$ cat src/hw/rtl/crsc_pkg.sv
// Shared constants, types and helper functions of the clock replacement sector cache.
`timescale 1ns / 1ps
`default_nettype none
package crsc_pkg;

  localparam int ENTRIES      = 64;
  localparam int MAX_RESULTS  = 64;
  localparam int IDX_W        = $clog2(ENTRIES);
  localparam int CNT_W        = $clog2(MAX_RESULTS);
  localparam int CMD_W        = 2;
  localparam int SECTOR_W     = 32;
  localparam int ENTRY_IDX_W  = 6;

  typedef enum logic [CMD_W-1:0] {
    CMD_READ  = 2'd0,
    CMD_WRITE = 2'd1,
    CMD_FLUSH = 2'd2,
    CMD_NOP   = 2'd3
  } cmd_code_t;

  typedef enum logic [2:0] {
    S_IDLE,
    S_LOOKUP,
    S_DECIDE,
    S_EMIT,
    S_FLUSH_PICK,
    S_FLUSH_EMIT
  } state_t;

  // controller -> datapath
  typedef struct packed {
    logic accept;
    logic lookup;
    logic decide;
    logic flush_pick;
    logic load_out;
  } ctrl_cmd_t;

  // datapath -> controller
  typedef struct packed {
    logic slot_free;
    logic flush_none;
    logic flush_last;
  } dp_status_t;

  typedef struct packed {
    logic [ENTRY_IDX_W-1:0] entry_index;
    logic                   hit;
    logic                   fill_needed;
    logic                   writeback_needed;
    logic [SECTOR_W-1:0]    writeback_sector;
    logic                   last_result;
  } result_t;

  // lowest set bit of the vector; zero when none is set
  function automatic logic [IDX_W-1:0] first_set(input logic [ENTRIES-1:0] v);
    logic [IDX_W-1:0] r;
    r = '0;
    for (int i = ENTRIES - 1; i >= 0; i--) begin
      if (v[i]) r = IDX_W'(i);
    end
    return r;
  endfunction

endpackage
`default_nettype wire

$ cat src/hw/rtl/crsc_ctrl.sv
// Controller state machine sequencing lookups, replacement and flush walks.
`timescale 1ns / 1ps
`default_nettype none
module crsc_ctrl (
  input  logic                          clk,
  input  logic                          rst_n,
  input  logic                          in_valid,
  input  logic [crsc_pkg::CMD_W-1:0]    in_cmd,
  input  crsc_pkg::dp_status_t          stat_i,
  output logic                          in_ready,
  output crsc_pkg::ctrl_cmd_t           cmd_o
);
  import crsc_pkg::*;

  state_t state_r, state_nxt;

  always_ff @(posedge clk) begin
    if (!rst_n) begin
      state_r <= S_IDLE;
    end else begin
      state_r <= state_nxt;
    end
  end

  always_comb begin
    state_nxt = state_r;
    case (state_r)
      S_IDLE: begin
        if (in_valid) begin
          if (in_cmd == CMD_READ || in_cmd == CMD_WRITE) state_nxt = S_LOOKUP;
          else if (in_cmd == CMD_FLUSH)                 state_nxt = S_FLUSH_PICK;
          else                                          state_nxt = S_IDLE;
        end
      end
      S_LOOKUP:     state_nxt = S_DECIDE;
      S_DECIDE:     state_nxt = S_EMIT;
      S_EMIT: begin
        if (stat_i.slot_free) state_nxt = S_IDLE;
      end
      S_FLUSH_PICK: state_nxt = stat_i.flush_none ? S_IDLE : S_FLUSH_EMIT;
      S_FLUSH_EMIT: begin
        if (stat_i.slot_free) state_nxt = stat_i.flush_last ? S_IDLE : S_FLUSH_PICK;
      end
      default:      state_nxt = S_IDLE;
    endcase
  end

  always_comb begin
    in_ready = 1'b0;
    cmd_o    = '0;
    case (state_r)
      S_IDLE: begin
        in_ready     = 1'b1;
        cmd_o.accept = in_valid;
      end
      S_LOOKUP:     cmd_o.lookup     = 1'b1;
      S_DECIDE:     cmd_o.decide     = 1'b1;
      S_EMIT:       cmd_o.load_out   = stat_i.slot_free;
      S_FLUSH_PICK: cmd_o.flush_pick = 1'b1;
      S_FLUSH_EMIT: cmd_o.load_out   = stat_i.slot_free;
      default: begin
        in_ready = 1'b0;
        cmd_o    = '0;
      end
    endcase
  end

endmodule
`default_nettype wire

$ cat config.mk
export PLATFORM = sky130hd
export DESIGN_NAME = crsc_ctrl
export DESIGN_NICKNAME = d
export VERILOG_FILES = /design/src/hw/rtl/crsc_pkg.sv /design/src/hw/rtl/crsc_ctrl.sv
export SDC_FILE = /design/constraint.sdc
export NUM_CORES = 1
export LEC_CHECK = 0
export ABC_CLOCK_PERIOD_IN_PS = 1680
export BUFFER_PORTS_ARGS = -buffer_cell sky130_fd_sc_hd__buf_4
export CORE_AREA = 3 3 40 42
export CTS_CLUSTER_DIAMETER = 80
export DETAILED_ROUTE_END_ITERATION = 10
export DIE_AREA = 0 0 43 45
export GPL_ROUTABILITY_DRIVEN = 0
export GPL_TIMING_DRIVEN = 0
export PLACE_DENSITY = 0.45
export RECOVER_POWER = 50
export SETUP_SLACK_MARGIN = 0.3
export SLEW_MARGIN = 20
export SYNTH_ARGS = -nofsm -noshare
export SYNTH_HDL_FRONTEND = slang
export SYNTH_SLANG_ARGS = --single-unit
$ cat constraint.sdc
create_clock -name clk -period 1.68 [get_ports clk]
set_clock_uncertainty 0.15 [all_clocks]
set_input_delay 0.084 -clock clk [delete_from_list [all_inputs] [get_ports clk]]
set_output_delay 0.084 -clock clk [all_outputs]
set_load 0.01 [all_outputs]
# --- Word-level counts from Yosys, hierarchy flattened ---
# Cells that the tools add are included.
totals:
  in_bits: 8
  register_bits: 3
  out_inout_bits: 6
  wordCells: 30
op_classes:
  n_eq_ne: 10
  reduce_logical: 5
  muxes: 14
ops:
  columns: ["operator", "n"]
  rows:
  - ["$mux 3", 7]
  - ["$pmux 3 s6", 1]
  - ["$eq 3x2->1 const B", 2]
  - ["$eq 3x3->1 const B", 2]
  - ["$mux 1", 6]
  - ["$ne 2x2->1 const B", 3]
  - ["$eq 3x1->1 const B", 1]
  - ["$logic_not 3->1", 1]
  - ["$reduce_and 3->1", 1]
  - ["$eq 2x1->1 const B", 1]
  - ["$eq 2x2->1 const B", 1]
  - ["$logic_not 2->1", 1]
  - ["$reduce_or 2->1", 1]
  - ["$logic_or 1x1->1", 1]

# --- Longest topological paths before layout ---
depth:
  depth_word: 5
  depth_mapped: 4
  mapped_depth_nobuf: 3

# --- Worst setup path before layout ---
# No wires, ideal clock.
synth_path:
  kind: "flip-flop to output port"
  startpoint: "reg state_r[0]"
  endpoint: "out cmd_o[4] in the netlist's numbering"
  arrival_ps: 1042
  stages_incl_launch_ff: 4
  required_time_ps: 1446
  path_slack_ps: 404
  path_cell_list: "dfxtp_1 > buf_4 > nor3_1 > and2_1"
synth_lines:
  columns: ["item", "line_no", "text"]
  rows:
  - ["from (decl)", "crsc_ctrl.sv:15", "state_t state_r, state_nxt;"]
  - ["from (signal assigned)", "crsc_ctrl.sv:21", "state_r <= state_nxt;"]
  - ["to (decl)", "crsc_ctrl.sv:11", "output crsc_pkg::ctrl_cmd_t cmd_o"]

==> flow_summary_export.csv <==
group,metric,value,unit
layout,drive_above_1_share,48.00,%
layout,fin_nets,59,
clock_network,clk_pin_slew,30,ps
sta,slew_headroom,81.99,%
place,io_buffers,13,
min_path,hold_path.startpoint,"stat_i[0]",
logic_synthesis,yosys.area.top_type_share,25.81,%
critical_path,startpoint_type,"register",
sta,fmax,0.7343,GHz
run,maxCapViolCount,0,
routing,drt_iter0_drc,0,
sta,setup_tns,0,ps
routing,ant_nets,0,
floorplan,core,1285,sq um
logic_synthesis,ys.flop_type,"dfxtp_1",
layout,largest-register,"state_r",
sta,worst_slew_pin_slew,266.4,ps
power,leakage,0.1801,nW
routing,routed_via_density,4.169,
sta,setup_viol,0,
critical_path,crit_required,1450,ps
global_routing,grt_pass1_wl,883,um
logic_synthesis,syn_inst,30,
critical_path,cp_max_fo,6,
power,powerDensity,681.0,nW/um^2
logic_synthesis,synth-edff-count,0,
floorplan,die_height,45,um
floorplan,io_pins,14,
logic_synthesis,synth-seq-cells,3,
global_routing,grt_pass1_vias,229,
critical_path,end_kind,"output port",
min_path,whs_path_depth,4,
logic_synthesis,ys_types,18,
floorplan,fp.dieW,43,um
critical_path,worstRegToRegCells,4,
layout,fill_cells,152,
routing,via_count,271,
clock_network,clock_latency,230,ps
sta,setup_slack,318.2,ps
min_path,hold_path.class,"input pin to register",
critical_path,arrival,1130,ps
layout,largest_reg_flops,3,
routing,drcViolationCount,0,
global_routing,grt_usage,6.083,%
logic_synthesis,synth_largest_area_cell,"dfxtp_1",
critical_path,r2r_end,"state_r[0]$_SDFFE_PN0P_",
global_routing,grt_max_degree,11,
routing,wl_met3,73,um
outcome,status,"finished, final reports clean",
floorplan,start_util,18.11,%
critical_path,critPathKind,"register to output port",
routing,met1_length,265,um
min_path,min_to,"state_r[2]$_SDFFE_PN0P_",
routing,drt_wl_total,594,um
clock_network,cts_max_level,1,
sta,hold_viol,0,
sta,rsz0062_at_grt,"true",
place,dpl.hpwl,435.7,um
sta,period_share,81.06,%
clock_network,cts.path.max_buffers,2,
routing,wl_met2,256,um
layout,area_delta_synth_final,79.57,%
logic_synthesis,synth_nets,38,
clock_network,root_buffer,"clkbuf_4",
logic_synthesis,synthTopCellsByArea,"dfxtp_1, o21ai_0, a221oi_2",
routing,drt_first_pass_iters,1,
floorplan,dieArea,1935,sq um
routing,wire_per_inst,9.138,um
logic_synthesis,ys_top_cells_by_count,"dfxtp_1, nand2_1, nor2_1, o21ai_0",
logic_synthesis,synth_area,232.7,sq um
power,total_power,284.6,uW
critical_path,rr_startpoint,"state_r[2]$_SDFFE_PN0P_",
logic_synthesis,async_flop_share,0,%
layout,top_regs,"state_r (3)",
global_routing,grt_overflow_total,0,
sta,fin_crit,1362,ps
layout,diodes,0,
place,pre_cts_slack,453.1,ps
routing,highest_layer,"met3",
layout,utilization,32.52,%
clock_network,cts.sinks,3,
clock_network,cts_buffers,3,
logic_synthesis,yosysSeqAreaShare,25.81,%
logic_synthesis,yosys_warnings,0,
logic_synthesis,avgSynthCellArea,7.757,sq um
sta,slew_viol_final,0,
clock_network,cts_tree,"done",
critical_path,startpoint,"state_r[2]$_SDFFE_PN0P_",
floorplan,num_rows,13,
power,max-vdd-ir-drop,0.2577,mV
critical_path,r2r_slack,410,ps
global_routing,antenna_found_initial,0,
routing by layer:
metal  global-route usage (%)  vias up
met3                    1.594        0
met2                    7.186       10
met5                        0        -
met1                    8.696      114
met4                    5.422        0
li1                         -      147
cell usage in the layout, fill, tap and decap left out, drive strengths merged:
cell type / n
nor3: 1
o21ai: 3
nand2: 3
nor2: 4
or2b: 1
nor2b: 1
dlygate4sd3: 1
and4bb: 1
and2: 2
buf: 16
clkbuf: 5
o2111a: 1
a221oi: 1
a21oi: 1
nand3: 2
dfxtp: 3
nand2b: 2
nor4b: 1
nor3b: 1
logic make-up (layout without fill, tap and decap cells):
| kind of cell | after synthesis | count (layout) | synth area share [%] |
|---|---|---|---|
| simple gates | 19 | 19 | 47.85 |
| compound gates | 6 | 6 | 19.89 |
| flops | 3 | 3 | 25.81 |
| buf+inv | 2 | 22 | 6.450 |
critical path, cell delays in order (launching register included):
cell and delay [ps]:
dfxtp_1 290, buf_6 130, or2b_1 240, a21oi_2 110, buf_4 120
power breakdown:
part | internal [mW] | switching [mW] | leakage, nW
clock | 0.0888 | 0.0335 | 0.0150
combinational | 0.0472 | 0.0344 | 0.139
sequential | 0.0756 | 0.00508 | 0.0256
through the flow:
stage	std cells	cell area (sq um)	hold WS (ps)
floorplan	30	232.7	95.67
global placement	58	349.1	238.7
detailed placement	58	349.1	237.5
CTS	65	419.2	15.92
global route	65	417.9	40.26
finish	65	417.9	23.77
repair_timing:
| item | 4_1_cts | 5_1_grt |
|---|---|---|
| hold endpoints to repair | 2 | 0 |
| pin swaps | 1 | 3 |
| gates resized for setup | 5 | 3 |
| hold buffers | 1 | 0 |
| setup endpoints to repair | 3 | 3 |
| buffers inserted | 2 | 0 |
worst max path at each step:
stage / endpoint / slack [ps] / cells after the start
detailed placement: cmd_o[4] / 450 / 4
global route: cmd_o[2] / 260 / 4
finish: cmd_o[0] / 320 / 4
CTS: cmd_o[0] / 270 / 4
floorplan: cmd_o[4] / 400 / 3
global placement: cmd_o[4] / 460 / 4
area by class of cell:
cell class	instances	area (sq um)	share of cell area (%)
Tap cell	15	18.77	4.491
Buffer	2	22.52	5.389
Timing Repair Buffer	16	118.9	28.44
Sequential cell	3	65.06	15.57
Multi-Input combinational cell	25	166.4	39.82
Clock buffer	4	26.28	6.287
No activity file was read; power rests on OpenSTA's default activity.
